## config.mk

```make
export PLATFORM = sky130hd
export DESIGN_NAME = sprite_list_tile_expander
export DESIGN_NICKNAME = d
export VERILOG_FILES = /design/src/slte_pkg.sv /design/src/slte_ctrl.sv /design/src/slte_datapath.sv /design/src/sprite_list_tile_expander.sv
export SDC_FILE = /design/constraint.sdc
export NUM_CORES = 1
export LEC_CHECK = 0
export BUFFER_PORTS_ARGS = -buffer_cell sky130_fd_sc_hd__buf_4
export CAP_MARGIN = 10
export CORE_MARGIN = 3
export CORE_UTILIZATION = 55
export DETAILED_ROUTE_END_ITERATION = 12
export PLACE_DENSITY = 0.77
export SKIP_LAST_GASP = 1
export SLEW_MARGIN = 20
export SYNTH_ARGS = -nofsm -noshare
export SYNTH_HDL_FRONTEND = slang
export SYNTH_SLANG_ARGS = --single-unit
export TNS_END_PERCENT = 20
```

## constraint.sdc

```tcl
create_clock -name clock -period 3.8 [get_ports clock]
set_input_delay 0.57 -clock clock [delete_from_list [all_inputs] [get_ports clock]]
set_output_delay 0.57 -clock clock [all_outputs]
set_load 0.005 [all_outputs]
```

## src/slte_pkg.sv

```systemverilog
// ----------------------------------------------------------------------------
// slte_pkg: shared types and constants of the sprite list tile expander
// Payload structs, command/status bundles, controller states and the fixed
// coordinate constants used by the sprite list decode.
// ----------------------------------------------------------------------------
package slte_pkg;

   // default geometry
   localparam int BORDER_PIXELS_DEF  = 16;
   localparam int VISIBLE_WIDTH_DEF  = 320;
   localparam int VISIBLE_HEIGHT_DEF = 240;

   // configuration port
   localparam int CSR_INDEX_WIDTH = 2;
   localparam int CSR_DATA_WIDTH  = 5;
   localparam logic [CSR_INDEX_WIDTH-1:0] CSR_SPRITE_X_OFFSET = 2'd0;
   localparam logic [CSR_INDEX_WIDTH-1:0] CSR_SPRITE_Y_OFFSET = 2'd1;
   localparam logic signed [CSR_DATA_WIDTH-1:0] X_OFFSET_RESET = -5'sd4;
   localparam logic signed [CSR_DATA_WIDTH-1:0] Y_OFFSET_RESET = 5'sd0;

   // signed working width of screen coordinates
   localparam int COORD_WIDTH = 12;
   typedef logic signed [COORD_WIDTH-1:0] coord_type;

   // attribute decode constants
   localparam int X_WRAP_LIMIT = 320;
   localparam int Y_WRAP_LIMIT = 256;
   localparam int WRAP_SPAN    = 512;
   localparam int X_MIRROR     = 304;
   localparam int Y_MIRROR     = 240;
   localparam int TILE_SIZE    = 16;
   localparam int Y_ALIGN      = 7;

   // attribute-y bit positions
   localparam int AY_FLASH_BIT = 12;
   localparam int AY_FLIPX_BIT = 13;
   localparam int AY_FLIPY_BIT = 14;

   typedef struct packed {
      logic        start_of_list;
      logic [15:0] attr_y_word;
      logic [15:0] code_word;
      logic [15:0] attr_x_word;
   } req_type;

   typedef struct packed {
      logic [15:0] tile_code;
      logic [8:0]  screen_x;
      logic [7:0]  screen_y;
      logic [3:0]  colour;
      logic [1:0]  flip;
      logic        last;
   } rsp_type;

   // controller -> datapath
   typedef struct packed {
      logic load;   // latch the accepted entry
      logic calc;   // decode the entry and set up the tile walk
      logic step;   // move to the next tile
      logic emit;   // write the current tile into the output register
   } cmd_type;

   // datapath -> controller
   typedef struct packed {
      logic drop;      // entry gives no tiles
      logic tile_vis;  // current tile is vertically visible
      logic final_k;   // current tile is the bottom one
      logic out_free;  // output register can take a tile
   } status_type;

   typedef enum logic [1:0] {
      ST_IDLE,
      ST_CALC,
      ST_EMIT
   } state_type;

endpackage

```

## src/slte_ctrl.sv

```systemverilog
// ----------------------------------------------------------------------------
// slte_ctrl: sequencing state machine
// Accepts one entry, runs the decode cycle, then walks the tiles top down.
// ----------------------------------------------------------------------------
module slte_ctrl
   import slte_pkg::*;
(
   input  logic       clock,
   input  logic       reset,
   input  logic       req_valid,
   output logic       req_ready,
   input  status_type status,
   output cmd_type    cmd
);

   state_type state_ff, state_in;

   // state register
   always_ff @(posedge clock) begin
      if (reset) begin
         state_ff <= ST_IDLE;
      end else begin
         state_ff <= state_in;
      end
   end

   // next state
   always_comb begin
      state_in = state_ff;
      unique case (state_ff)
         ST_IDLE: begin
            if (req_valid) state_in = ST_CALC;
         end
         ST_CALC: begin
            state_in = status.drop ? ST_IDLE : ST_EMIT;
         end
         ST_EMIT: begin
            if ((!status.tile_vis || status.out_free) && status.final_k) state_in = ST_IDLE;
         end
         default: begin
            state_in = ST_IDLE;
         end
      endcase
   end

   // outputs
   always_comb begin
      req_ready = 1'b0;
      cmd       = '0;
      unique case (state_ff)
         ST_IDLE: begin
            req_ready = 1'b1;
            cmd.load  = req_valid;
         end
         ST_CALC: begin
            cmd.calc = 1'b1;
         end
         ST_EMIT: begin
            cmd.step = !status.tile_vis || status.out_free;
            cmd.emit = status.tile_vis && status.out_free;
         end
         default: begin
            cmd = '0;
         end
      endcase
   end

endmodule

```

## src/slte_datapath.sv

```systemverilog
// ----------------------------------------------------------------------------
// slte_datapath: entry decode, tile walk and output register
// Holds the offsets, the frame parity, the latched entry, the per-tile
// position and code, and the registered result.
// ----------------------------------------------------------------------------
module slte_datapath
   import slte_pkg::*;
#(
   parameter int BORDER_PIXELS  = BORDER_PIXELS_DEF,
   parameter int VISIBLE_WIDTH  = VISIBLE_WIDTH_DEF,
   parameter int VISIBLE_HEIGHT = VISIBLE_HEIGHT_DEF
)
(
   input  logic                       clock,
   input  logic                       reset,
   input  logic                       csr_write_en,
   input  logic [CSR_INDEX_WIDTH-1:0] csr_index,
   input  logic [CSR_DATA_WIDTH-1:0]  csr_data,
   input  req_type                    req_data,
   input  cmd_type                    cmd,
   output status_type                 status,
   output logic                       rsp_valid,
   input  logic                       rsp_ready,
   output rsp_type                    rsp_data
);

   localparam coord_type X_LOW  = coord_type'(BORDER_PIXELS - TILE_SIZE);
   localparam coord_type X_HIGH = coord_type'(VISIBLE_WIDTH + BORDER_PIXELS);
   localparam coord_type Y_LOW  = coord_type'(BORDER_PIXELS - TILE_SIZE);
   localparam coord_type Y_HIGH = coord_type'(VISIBLE_HEIGHT + BORDER_PIXELS);

   logic signed [CSR_DATA_WIDTH-1:0] x_offset_ff, x_offset_in;
   logic signed [CSR_DATA_WIDTH-1:0] y_offset_ff, y_offset_in;
   logic        parity_ff, parity_in;
   logic [15:0] ay_ff, ay_in;
   logic [15:0] code_ff, code_in;
   logic [15:0] ax_ff, ax_in;
   logic [8:0]  xdraw_ff, xdraw_in;
   coord_type   ydraw_ff, ydraw_in;
   logic [15:0] tile_ff, tile_in;
   logic [2:0]  k_ff, k_in;
   logic [2:0]  count_m1_ff, count_m1_in;
   logic        rsp_valid_ff, rsp_valid_in;
   rsp_type     rsp_data_ff, rsp_data_in;

   logic [2:0]  count_m1;
   logic [8:0]  x9, y9;
   coord_type   x_wrap, y_wrap, xdraw, ydraw_top, ydraw_next;
   logic        drop_x, next_vis;

   // configuration registers
   always_comb begin
      x_offset_in = x_offset_ff;
      y_offset_in = y_offset_ff;
      if (csr_write_en && csr_index == CSR_SPRITE_X_OFFSET) x_offset_in = csr_data;
      if (csr_write_en && csr_index == CSR_SPRITE_Y_OFFSET) y_offset_in = csr_data;
   end

   // entry latch and frame parity
   always_comb begin
      parity_in = parity_ff;
      ay_in     = ay_ff;
      code_in   = code_ff;
      ax_in     = ax_ff;
      if (cmd.load) begin
         parity_in = parity_ff ^ req_data.start_of_list;
         ay_in     = req_data.attr_y_word;
         code_in   = req_data.code_word;
         ax_in     = req_data.attr_x_word;
      end
   end

   // height code to tile count minus one
   always_comb begin
      unique case (ay_ff[10:9])
         2'd0:    count_m1 = 3'd0;
         2'd1:    count_m1 = 3'd1;
         2'd2:    count_m1 = 3'd3;
         default: count_m1 = 3'd7;
      endcase
   end

   // coordinate wrap, mirror and offsets
   assign x9 = ax_ff[8:0];
   assign y9 = ay_ff[8:0];
   assign x_wrap = (x9 >= 9'(X_WRAP_LIMIT))
                 ? coord_type'({3'b000, x9}) - coord_type'(WRAP_SPAN)
                 : coord_type'({3'b000, x9});
   assign y_wrap = (y9 >= 9'(Y_WRAP_LIMIT))
                 ? coord_type'({3'b000, y9}) - coord_type'(WRAP_SPAN)
                 : coord_type'({3'b000, y9});
   assign xdraw = coord_type'(X_MIRROR) - x_wrap + coord_type'(BORDER_PIXELS)
                + coord_type'(x_offset_ff);
   assign ydraw_top = coord_type'(Y_MIRROR) - y_wrap - coord_type'({count_m1, 4'b0000})
                    + coord_type'(BORDER_PIXELS - Y_ALIGN) + coord_type'(y_offset_ff);
   assign drop_x = (xdraw <= X_LOW) || (xdraw >= X_HIGH);

   // vertical visibility of this tile and the one below
   assign ydraw_next = ydraw_ff + coord_type'(TILE_SIZE);
   assign next_vis   = (ydraw_next > Y_LOW) && (ydraw_next < Y_HIGH);

   assign status.drop     = (code_ff == 16'h0000) || (ay_ff[AY_FLASH_BIT] && parity_ff) || drop_x;
   assign status.tile_vis = (ydraw_ff > Y_LOW) && (ydraw_ff < Y_HIGH);
   assign status.final_k  = (k_ff == count_m1_ff);
   assign status.out_free = !rsp_valid_ff || rsp_ready;

   // tile walk
   always_comb begin
      xdraw_in    = xdraw_ff;
      ydraw_in    = ydraw_ff;
      tile_in     = tile_ff;
      k_in        = k_ff;
      count_m1_in = count_m1_ff;
      if (cmd.calc) begin
         xdraw_in    = xdraw[8:0];
         ydraw_in    = ydraw_top;
         k_in        = 3'd0;
         count_m1_in = count_m1;
         tile_in     = ay_ff[AY_FLIPY_BIT] ? code_ff + {13'd0, count_m1} : code_ff;
      end else if (cmd.step) begin
         ydraw_in = ydraw_next;
         k_in     = k_ff + 3'd1;
         tile_in  = ay_ff[AY_FLIPY_BIT] ? tile_ff - 16'd1 : tile_ff + 16'd1;
      end
   end

   // output register
   always_comb begin
      rsp_data_in  = rsp_data_ff;
      rsp_valid_in = rsp_valid_ff && !rsp_ready;
      if (cmd.emit) begin
         rsp_valid_in          = 1'b1;
         rsp_data_in.tile_code = tile_ff;
         rsp_data_in.screen_x  = xdraw_ff;
         rsp_data_in.screen_y  = ydraw_ff[7:0];
         rsp_data_in.colour    = ax_ff[12:9];
         rsp_data_in.flip      = {ay_ff[AY_FLIPY_BIT], ay_ff[AY_FLIPX_BIT]};
         rsp_data_in.last      = status.final_k || !next_vis;
      end
   end

   // control registers
   always_ff @(posedge clock) begin
      if (reset) begin
         x_offset_ff  <= X_OFFSET_RESET;
         y_offset_ff  <= Y_OFFSET_RESET;
         parity_ff    <= 1'b0;
         rsp_valid_ff <= 1'b0;
      end else begin
         x_offset_ff  <= x_offset_in;
         y_offset_ff  <= y_offset_in;
         parity_ff    <= parity_in;
         rsp_valid_ff <= rsp_valid_in;
      end
   end

   // payload registers
   always_ff @(posedge clock) begin
      ay_ff       <= ay_in;
      code_ff     <= code_in;
      ax_ff       <= ax_in;
      xdraw_ff    <= xdraw_in;
      ydraw_ff    <= ydraw_in;
      tile_ff     <= tile_in;
      k_ff        <= k_in;
      count_m1_ff <= count_m1_in;
      rsp_data_ff <= rsp_data_in;
   end

   assign rsp_valid = rsp_valid_ff;
   assign rsp_data  = rsp_data_ff;

endmodule

```

## src/sprite_list_tile_expander.sv

```systemverilog
// ----------------------------------------------------------------------------
// sprite_list_tile_expander: sprite list entry to tile draw commands
// Expands one sprite list entry into up to eight 16x16 tile commands.
// ----------------------------------------------------------------------------
// One entry is taken at a time. It is accepted in the idle state, decoded in
// the next, and then walks its 1, 2, 4 or 8 tiles one per cycle through the
// tile-walk counter when results are taken at once; a dropped entry returns
// to idle after its decode. Stalls on the result side pause the walk on
// visible tiles. A finished tile waits in the output register while the walk
// moves on. Offsets are written through the csr port while the block is idle;
// the user is bound to this, as the block itself does not enforce it.
module sprite_list_tile_expander
   import slte_pkg::*;
#(
   parameter int BORDER_PIXELS  = BORDER_PIXELS_DEF,
   parameter int VISIBLE_WIDTH  = VISIBLE_WIDTH_DEF,
   parameter int VISIBLE_HEIGHT = VISIBLE_HEIGHT_DEF
)
(
   input  logic                       clock,
   input  logic                       reset,
   input  logic                       csr_write_en,
   input  logic [CSR_INDEX_WIDTH-1:0] csr_index,
   input  logic [CSR_DATA_WIDTH-1:0]  csr_data,
   input  logic                       req_valid,
   output logic                       req_ready,
   input  req_type                    req_data,
   output logic                       rsp_valid,
   input  logic                       rsp_ready,
   output rsp_type                    rsp_data
);

   cmd_type    cmd;
   status_type status;

   // sequencing
   slte_ctrl u_ctrl (
      .clock     (clock),
      .reset     (reset),
      .req_valid (req_valid),
      .req_ready (req_ready),
      .status    (status),
      .cmd       (cmd)
   );

   // decode and tile walk
   slte_datapath #(
      .BORDER_PIXELS  (BORDER_PIXELS),
      .VISIBLE_WIDTH  (VISIBLE_WIDTH),
      .VISIBLE_HEIGHT (VISIBLE_HEIGHT)
   ) u_datapath (
      .clock        (clock),
      .reset        (reset),
      .csr_write_en (csr_write_en),
      .csr_index    (csr_index),
      .csr_data     (csr_data),
      .req_data     (req_data),
      .cmd          (cmd),
      .status       (status),
      .rsp_valid    (rsp_valid),
      .rsp_ready    (rsp_ready),
      .rsp_data     (rsp_data)
   );

   // a tile is never written over a transaction that is still waiting
   assert property (@(posedge clock) disable iff (reset)
      cmd.emit |-> (!rsp_valid || rsp_ready))
      else $error("output register overwritten");

   // one entry in flight: no new transaction right after an accept
   assert property (@(posedge clock) disable iff (reset)
      (req_valid && req_ready) |=> !req_ready)
      else $error("entry accepted while busy");

   // nothing follows the bottom tile within the same entry
   assert property (@(posedge clock) disable iff (reset)
      (cmd.emit && status.final_k) |=> (!cmd.emit && req_ready))
      else $error("tile emitted after the bottom tile");

   // the walk only runs after a decode that kept the entry
   assert property (@(posedge clock) disable iff (reset)
      (cmd.calc && status.drop) |=> (!cmd.step && req_ready))
      else $error("dropped entry produced tiles");

endmodule

```

==> summary.md, run 1 <==
| Metric | Value |
|---|---|
| Core Footprint | `12700 um^2` |
| Hold WC Path Type | `input port to flop` |
| Maxcap violations | `0` |
| Top delay family on crit path | `compound AO/OA/AOI/OAI gates` |
| Initial antenna violation count | `0` |
| Via count | `4795` |
| Placed cells | `850` |
| Critical path class | `flop to flop` |
| Post-synth cell types | `51` |
| Clock Skew | `0.00892 ns` |
| Slew Limit Fails | `0` |
| Synth top area share | `0.516` |
| Worst slew margin | `0.295` |
| Routability cong. | `0.860` |
| Global Route Usage Sum | `0.216` |
| Fmax | `315 MHz` |
| Post-synth top flop | `edfxtp_1` |
| # diodes | `0` |
| Register area share after synthesis | `0.563` |
| Global route total overflow | `0` |
| Vias in the first global route | `5027` |
| ANT nets after route | `0` |
| Largest net degree at the start of global routing | `43` |
| LEAKAGE | `0.00359 uW` |
| Die height | `120 um` |
| Synth Cell Area | `7160 um^2` |
| Worst vdd ir | `0.000335 V` |
| Number of fill cells | `920` |
| Leading area contributor after synthesis | `edfxtp_1` |
| Startpoint types | `flop` |
| DRT iter0 DRCs | `391` |
| Final wirelength | `14.7 mm` |
| Top post-synthesis cells by area | `edfxtp_1 (52%), ha_1 (10%), dfxtp_1 (4.8%)` |
| Fin nets | `826` |
| RSZ-0062 raised after global routing | `no` |
| Skew-Pair Late Insertion Delay | `0.42 ns` |
| Die footprint | `14400 um^2` |
| Most frequent cell after synthesis | `edfxtp_1` |
| Cell Rows | `41` |
| Num ports | `103` |
| Final HPWL DP | `10.7 mm` |
| Number of gates resized after CTS | `0` |
| Max stage delay on crit path | `0.52 ns` |
| Clk slew on worst S/H paths | `0.06 ns` |
| Worst-Margin Slew | `1.06 ns` |
| Final hold vios | `0` |
| Hold buffers post-CTS | `0` |
| Final core occ | `0.686` |
| Iteration count of the initial detailed-routing pass | `5` |
| Htree depth | `4` |
| First-pass GRT wire length | `24.0 mm` |
| Minimum clock period | `3.18 ns` |
| Ys async rst share | `0` |
| Post-CTS Setup Repair Bufs | `0` |
| Initial core utilization | `0.565` |
| Die Span X | `120 um` |
| Buf/Inv on CP | `1` |
| Root buf cell | `clkbuf_16` |
| Detail-routed via count per cell | `5.44` |
| Crit. End Element | `flop` |
| TritonCTS Buffers | `17` |
| # DRC | `0` |
| Worst-path fanout max | `3` |
| Final setup fails | `0` |
| YS warnings | `0` |
| Share of layout cells above drive strength 1 | `0.203` |
| Commonest cells in the netlist | `edfxtp_1 (123), ha_1 (59), inv_1 (49), nor2_1 (37), nand2_1 (32)` |
| CP max stage cell | `or4_1` |
| Worst Path Arrival | `3.49 ns` |
| Synthesized net count | `713` |
| Wire length per cell | `16.6 um` |
| Status | `complete, no violations` |
| Max clock buf depth | `2` |
| Port buffer count | `97` |
| Final period utilization | `0.837` |
| CTS tree | `yes` |
| Pwr dens | `496 nW/um^2` |
| Cells after Synth | `584` |
| Critical Path RT | `4.11 ns` |
| Syn avg cell area | `12.3 um^2` |
| #FFs+latches synth | `140` |
| EDFF count, synth | `123` |
| Crit-path cells | `inv_1 -> ha_1 -> ha_1 -> fa_1 -> a21o_1 -> a31o_1 -> a21oi_2 -> xnor2_1 -> or4_1 -> o311a_1 -> a31o_1` |
| Layout area overhead | `21.5%` |
| Clock Sinks | `140` |
| Post-Route Setup TNS | `0 ns` |
| Non-Filler Instances | `882` |
[cell type report]
class                           count  area, um^2  area share
Multi-Input combinational cell    384        2910       0.335
Tap cell                          172         215      0.0247
Clock buffer                       21         450      0.0518
Sequential cell                   140        4030       0.464
Clock inverter                     11         120      0.0138
Inverter                           50         188      0.0216
Timing Repair Buffer              104         781      0.0898
[state kept, by name, indices dropped and copies added (netlist names), 2 cells and up]
name and flops:
u_datapath.code_ff 16, u_datapath.y_offset_ff 5, u_ctrl.state_ff 2, u_datapath.ay_ff 14
u_datapath.rsp_data 40, u_datapath.tile_ff 16, u_datapath.ax_ff 13, u_datapath.ydraw_ff 12
u_datapath.count_m1_ff 3, u_datapath.k_ff 3, u_datapath.x_offset_ff 5, u_datapath.xdraw_ff 9
[metrics by stage]
stage	instance area, um^2	power, uW	hold slack, ns	setup WS (ns)
final	8700	4310	0.327	0.621
after global routing	8700	4530	0.304	0.453
after CTS	8700	4350	0.309	0.616
after detailed placement	8130	2750	0.405	0.628
after global placement	8130	2710	0.402	0.715
after floorplan	7160	2510	0.400	0.387
[cell usage in the layout (no fill, tap or decap), types with 17 or more instances in the layout]
master     count
edfxtp_1     123
buf_4        104
ha_1          59
inv_1         49
nor2_1        37
nand2_1       32
a21oi_1       29
xor2_1        24
xnor2_1       23
o21ai_0       23
clkbuf_16     17
dfxtp_1       17
[path summary, 6_finish.rpt]
check	from	endpoint	cells after the start	slack, ns
worst max register to register	u_datapath.ax_ff[1]	u_ctrl.state_ff[1]	11	0.62
worst min register to register	u_datapath.xdraw_ff[2]	u_datapath.rsp_data[17]	0	0.42
worst max-delay path	u_datapath.ax_ff[1]	u_ctrl.state_ff[1]	11	0.62
worst min-delay path	req_data[5]	u_datapath.ax_ff[5]	1	0.33
[layer usage]
layer / GRT usage / share of wire
met1: 0.257 / 0.41
met3: 0.0462 / 0.053
met2: 0.377 / 0.52
met4: 0.0945 / 0.022
met5: 0 / 0
[report_power, final]
part | switching [uW] | internal, uW | total (uW)
combinational | 460 | 371 | 831
sequential | 70.8 | 1830 | 1900
clock | 607 | 979 | 1590
total | 1140 | 3180 | 4310
[cell families (layout without fill, tap and decap cells)]
family | count (synthesis) | count (layout) | synth area share
muxes | 10 | 10 | 0.0140
adders and majority gates | 68 | 68 | 0.128
DFF | 140 | 140 | 0.563
AOI/OAI and AO/OA | 112 | 112 | 0.103
and+or+nand+nor | 147 | 147 | 0.103
buffers and inverters | 60 | 186 | 0.0315
xor gates and xnor gates | 47 | 47 | 0.0575
[worst reg2reg max path, stage by stage (launching register included)]
cell	delay (ns)
edfxtp_1	0.37
inv_1	0.07
ha_1	0.22
ha_1	0.24
fa_1	0.43
a21o_1	0.21
a31o_1	0.24
a21oi_2	0.17
xnor2_1	0.11
or4_1	0.52
o311a_1	0.30
a31o_1	0.20
No activity file was read; power rests on OpenSTA's default activity.
==> inputs of run 2 (changes only) <==
==> constraint.sdc (replaced) <==
create_clock -name clock -period 3.1 [get_ports clock]
set_input_delay 0.465 -clock clock [delete_from_list [all_inputs] [get_ports clock]]
set_output_delay 0.465 -clock clock [all_outputs]
set_load 0.005 [all_outputs]
==> run 2 against run 1 <==
Global-route usage rose by 0.29 points. Largest cell class unchanged. Non-clock buffer count rose by 5. Via count rose by 2.2%. Design area rose by 1.4%. Critical endpoint unchanged.
==> summary.md, run 2 (synthesis gave the netlist of run 1 again) <==
| Metric | Value |
|---|---|
| # DRC | `0` |
| LEAKAGE | `0.00364 uW` |
| Port buffer count | `97` |
| Final wirelength | `15.0 mm` |
| Clk slew on worst S/H paths | `0.06 ns` |
| Smallest hold slack | `0.220 ns` |
| Worst-Margin Slew | `0.938 ns` |
| Global route total overflow | `0` |
| Max clock buf depth | `2` |
| Die footprint | `14400 um^2` |
| Detail-routed via count per cell | `5.52` |
| Final hold vios | `0` |
| Worst Path Arrival | `3.39 ns` |
| Largest net degree at the start of global routing | `43` |
| Minimum clock period | `3.07 ns` |
| Core Footprint | `12700 um^2` |
| Hold Path Stages | `1` |
| First-pass GRT wire length | `24.3 mm` |
| # diodes | `0` |
| Final core occ | `0.696` |
| ANT nets after route | `0` |
| Share of layout cells above drive strength 1 | `0.211` |
| Hold WC Path Type | `input port to flop` |
| DRT iter0 DRCs | `416` |
| Final period utilization | `0.991` |
| Iteration count of the initial detailed-routing pass | `5` |
| Final HPWL DP | `10.8 mm` |
| Initial core utilization | `0.565` |
| Root buf cell | `clkbuf_16` |
| Die height | `120 um` |
| Worst-path fanout max | `2` |
| Wire length per cell | `16.9 um` |
| Worst vdd ir | `0.000307 V` |
| Worst slew margin | `0.375` |
| Fin nets | `831` |
| CTS tree | `yes` |
| Num ports | `103` |
| Startpoint types | `flop` |
| Critical path class | `flop to flop` |
| Final setup fails | `0` |
| Pwr dens | `633 nW/um^2` |
| Cell Rows | `41` |
| Global Route Usage Sum | `0.219` |
| Crit. End Element | `flop` |
| RSZ-0062 raised after global routing | `yes` |
| Skew-Pair Late Insertion Delay | `0.42 ns` |
| Commonest non-fill, non-tap cell in the layout | `edfxtp_1` |
| Largest register FFs | `40` |
| Clock Skew | `0.00516 ns` |
| Critical Path RT | `3.41 ns` |
| Commonest cells after routing, fill and taps aside | `edfxtp_1 (123), buf_4 (109), ha_1 (58)` |
| Reg2reg path depth | `11` |
| Clock Sinks | `140` |
| Vias in the first global route | `4984` |
| Maxcap violations | `0` |
| Slew Limit Fails | `0` |
| Hold buffers post-CTS | `0` |
| Routability cong. | `0.891` |
| Die Span X | `120 um` |
| Htree depth | `4` |
| TritonCTS Buffers | `17` |
| Layout area overhead | `23.2%` |
| Status | `complete, no violations` |
| Via count | `4900` |
| Fmax | `325 MHz` |
| Initial antenna violation count | `0` |
[run 2: cell type report]
class	instances	area (um^2)
clock buffers	21	460
clock inverters	11	190
fillers	920	3850
inverters	50	188
multi-input cells	384	2920
flip-flops and latches	140	4030
well taps	172	215
repair buffers	109	818
[run 2: final timing paths]
path                                                to  slack [ns]                 start
worst min-delay path               u_datapath.ay_ff[4]        0.22          req_data[36]
worst max register to register      u_ctrl.state_ff[1]        0.03   u_datapath.ax_ff[1]
worst max-delay path                u_ctrl.state_ff[1]        0.03   u_datapath.ax_ff[1]
worst min register to register  u_datapath.rsp_data[4]        0.42  u_datapath.ax_ff[10]
[run 2: routing by layer]
layer	global-route usage	routed length, um	vias up
met5	0	0	-
met4	0.102	389	0
met3	0.0523	720	30
met2	0.367	7620	158
met1	0.268	6250	2340
li1	-	-	2372
[run 2: worst max-delay path, cell delays in order (launching register included)]
cell,delay (ns)
edfxtp_1,0.32
inv_1,0.04
ha_1,0.30
ha_2,0.21
fa_2,0.40
a21o_1,0.19
a31o_1,0.24
a21oi_2,0.15
xnor2_1,0.10
or4_1,0.53
o311a_1,0.30
a31o_1,0.20
[run 2: repair_timing]
item / 4_1_cts / 5_1_grt
pin swaps: 0 / 2
endpoints found under the setup margin: 1 / 5
setup buffers: 0 / 1
gates resized for setup: 1 / 3
[run 2: metrics by stage]
step	std cells	cell area [um^2]	total power [uW]	setup WS, ns	TNS, ns
2_1_floorplan	584	7160	3080	0.148	0
3_3_place_gp	854	8160	3330	0.0268	0
3_5_place_dp	854	8160	3380	-0.0273	-0.0273
4_1_cts	886	8810	5610	0.0122	0
5_1_grt	887	8820	5850	-0.0826	-0.128
6_report	887	8820	5580	0.0272	0
[run 2: report_power, final]
group / internal, uW / switching [uW] / leakage, uW / total, uW
combinational: 467 / 580 / 0.00205 / 1050
sequential: 2240 / 89.2 / 0.00128 / 2330
clock: 1470 / 740 / 0.000307 / 2210
total: 4170 / 1410 / 0.00364 / 5580
==> inputs of run 3 (changes only) <==
--- a/config.mk
+++ b/config.mk
@@ -8,9 +8,8 @@
 export BUFFER_PORTS_ARGS = -buffer_cell sky130_fd_sc_hd__buf_4
 export CAP_MARGIN = 10
 export CORE_MARGIN = 3
-export CORE_UTILIZATION = 55
+export CORE_UTILIZATION = 41
 export DETAILED_ROUTE_END_ITERATION = 12
-export PLACE_DENSITY = 0.77
 export SKIP_LAST_GASP = 1
 export SLEW_MARGIN = 20
 export SYNTH_ARGS = -nofsm -noshare
==> run 3 against run 2 <==
The flow now finishes with violations (negative setup slack). Critical path type unchanged. Clock-buffer cell count rose by 1. Fmax decreased by 1.5%. Clock power shrank 7%. Via count decreased by 2.7%. First-iteration DRC count down 34%. Core utilization is 17 points lower. Largest cell class unchanged. Combinational power is essentially flat. Non-clock buffer count grew 3. Final cell count rose by 5.7%. Largest power group unchanged.
==> summary.md, run 3 (synthesis gave the netlist of run 1 again) <==
| Metric | Value |
|---|---|
| Startpoint types | `flop` |
| Root buf cell | `clkbuf_16` |
| Non-Filler Instances | `938` |
| Register area | `4030 um^2` |
| Violated checks | `negative setup slack` |
| Max clock buf depth | `2` |
| Final wirelength | `15.0 mm` |
| End of the worst hold path | `u_datapath.ax_ff[0]` |
| Largest net degree at the start of global routing | `34` |
| Multi-input combinational cell area | `2950 um^2` |
| # diodes | `0` |
| Critical path class | `flop to flop` |
| Critical path depth | `10` |
| Wire length per cell | `16.0 um` |
| Share of layout cells above drive strength 1 | `0.221` |
| Worst-path fanout max | `2` |
| Crit. End Element | `flop` |
| Critical Path Start | `u_datapath.ax_ff[1]` |
| Final HPWL DP | `11.2 mm` |
| Reg2reg end | `u_ctrl.state_ff[1]` |
| Maxcap violations | `0` |
| Reg2Reg Setup Slack | `-0.02 ns` |
| DRT iter0 DRCs | `273` |
| Global route hottest layer | `met2` |
| Worst Path Arrival | `3.43 ns` |
| Global route total overflow | `0` |
| Skew-Pair Late Insertion Delay | `0.42 ns` |
| Final worst setup slack | `-0.0197 ns` |
| Via count | `4770` |
| Minimum clock period | `3.12 ns` |
| Grt met2 use | `0.283` |
| Cell Rows | `47` |
| Iteration count of the initial detailed-routing pass | `5` |
| Vias in the first global route | `5011` |
| Slew Limit Fails | `0` |
| Reg2reg path depth | `10` |
| Worst slew margin | `0.692` |
| Setup slack at placement | `-0.0449 ns` |
| Num ports | `103` |
| Buf/Inv on CP | `2` |
| Worst-Margin Slew | `0.461 ns` |
| Smallest hold slack | `0.216 ns` |
| Htree depth | `4` |
| Global Route Usage Sum | `0.160` |
| Critical Path RT | `3.41 ns` |
| Final period utilization | `1.01` |
| RSZ-0062 raised after global routing | `yes` |
| Top delay family on crit path | `simple AND/OR/NAND/NOR gates` |
| Total power | `5430 uW` |
| Placed cells | `905` |
| Initial core utilization | `0.426` |
| Status | `finished with violations` |
| Routing usage on met1 | `0.189` |
| Port buffer count | `97` |
| Final hold vios | `0` |
| First-pass GRT wire length | `24.5 mm` |
| Initial antenna violation count | `0` |
| RR Startpoint | `u_datapath.ax_ff[1]` |
| Worst vdd ir | `0.000432 V` |
| Largest register FFs | `40` |
| Fmax | `321 MHz` |
| Commonest non-fill, non-tap cell in the layout | `edfxtp_1` |
| Die Span X | `138 um` |
| # DRC | `0` |
| Max stage delay on crit path | `0.54 ns` |
| CTS tree | `yes` |
| Die footprint | `19100 um^2` |
| Detail-routed via count per cell | `5.09` |
| Core Footprint | `16800 um^2` |
| HP Start | `req_data[0]` |
| Commonest cells after routing, fill and taps aside | `edfxtp_1 (123), buf_4 (111), ha_1 (57)` |
| ANT nets after route | `0` |
| Post-Route Setup TNS | `-0.0197 ns` |
| Number of fill cells | `1461` |
| LEAKAGE | `0.00366 uW` |
| Layout area overhead | `24.3%` |
| Clock Skew | `0.00874 ns` |
| Pwr dens | `610 nW/um^2` |
| Routability cong. | `0.906` |
| Final setup fails | `1` |
| Clk slew on worst S/H paths | `0.06 ns` |
| Hold buffers post-CTS | `0` |
| Hold Path Stages | `1` |
| Hold WC Path Type | `input port to flop` |
| Crit-path cells | `inv_2 -> ha_4 -> ha_4 -> fa_2 -> buf_4 -> xor2_1 -> or4_4 -> or4_4 -> o311a_1 -> a31o_1` |
| Fin nets | `834` |
| TritonCTS Buffers | `17` |
| Clock Sinks | `140` |
| CP max stage cell | `or4_4` |
| Die height | `138 um` |
| Global-route met3 utilization | `0.0414` |
-- run 3: final cells by class --
class,instances,area share
Multi-Input combinational cell,384,0.331
Inverter,50,0.0211
Tap cell,220,0.0309
Timing Repair Buffer,112,0.0958
Clock inverter,10,0.0125
Sequential cell,140,0.453
Clock buffer,22,0.0558
-- run 3: metrics by stage --
stage           util  instance area [um^2]
6_report       0.529                  8900
5_1_grt        0.529                  8900
4_1_cts        0.527                  8860
3_5_place_dp   0.491                  8250
3_3_place_gp   0.491                  8250
2_1_floorplan      -                  7160
-- run 3: power by group --
part | total [uW] | internal (uW) | switching (uW) | leakage [uW]
logic | 1040 | 478 | 559 | 0.00207
clock network | 2060 | 1300 | 765 | 0.000300
registers | 2330 | 2240 | 87.9 | 0.00128
total | 5430 | 4010 | 1410 | 0.00366
-- run 3: routing by layer --
layer | wire length, um | vias to the layer above
li1 | - | 2376
met1 | 6390 | 2257
met2 | 7760 | 119
met3 | 647 | 18
met4 | 217 | 0
met5 | 0 | -
-- run 3: how the worst max path moves through the flow --
| stage | to | slack, ns |
|---|---|---|
| global placement | u_ctrl.state_ff[1] | -0.003 |
| finish | u_ctrl.state_ff[1] | -0.02 |
| detailed placement | u_ctrl.state_ff[1] | -0.04 |
| global route | u_ctrl.state_ff[1] | -0.09 |
| CTS | u_ctrl.state_ff[1] | 0.01 |
| floorplan | u_ctrl.state_ff[1] | 0.15 |
-- run 3: what timing repair did --
item | in CTS | in global routing
resized for setup | 1 | 7
pin swaps | 1 | 5
buffers inserted | 0 | 1
endpoints found under the setup margin | 1 | 4
endpoints found under the hold margin | 0 | 0
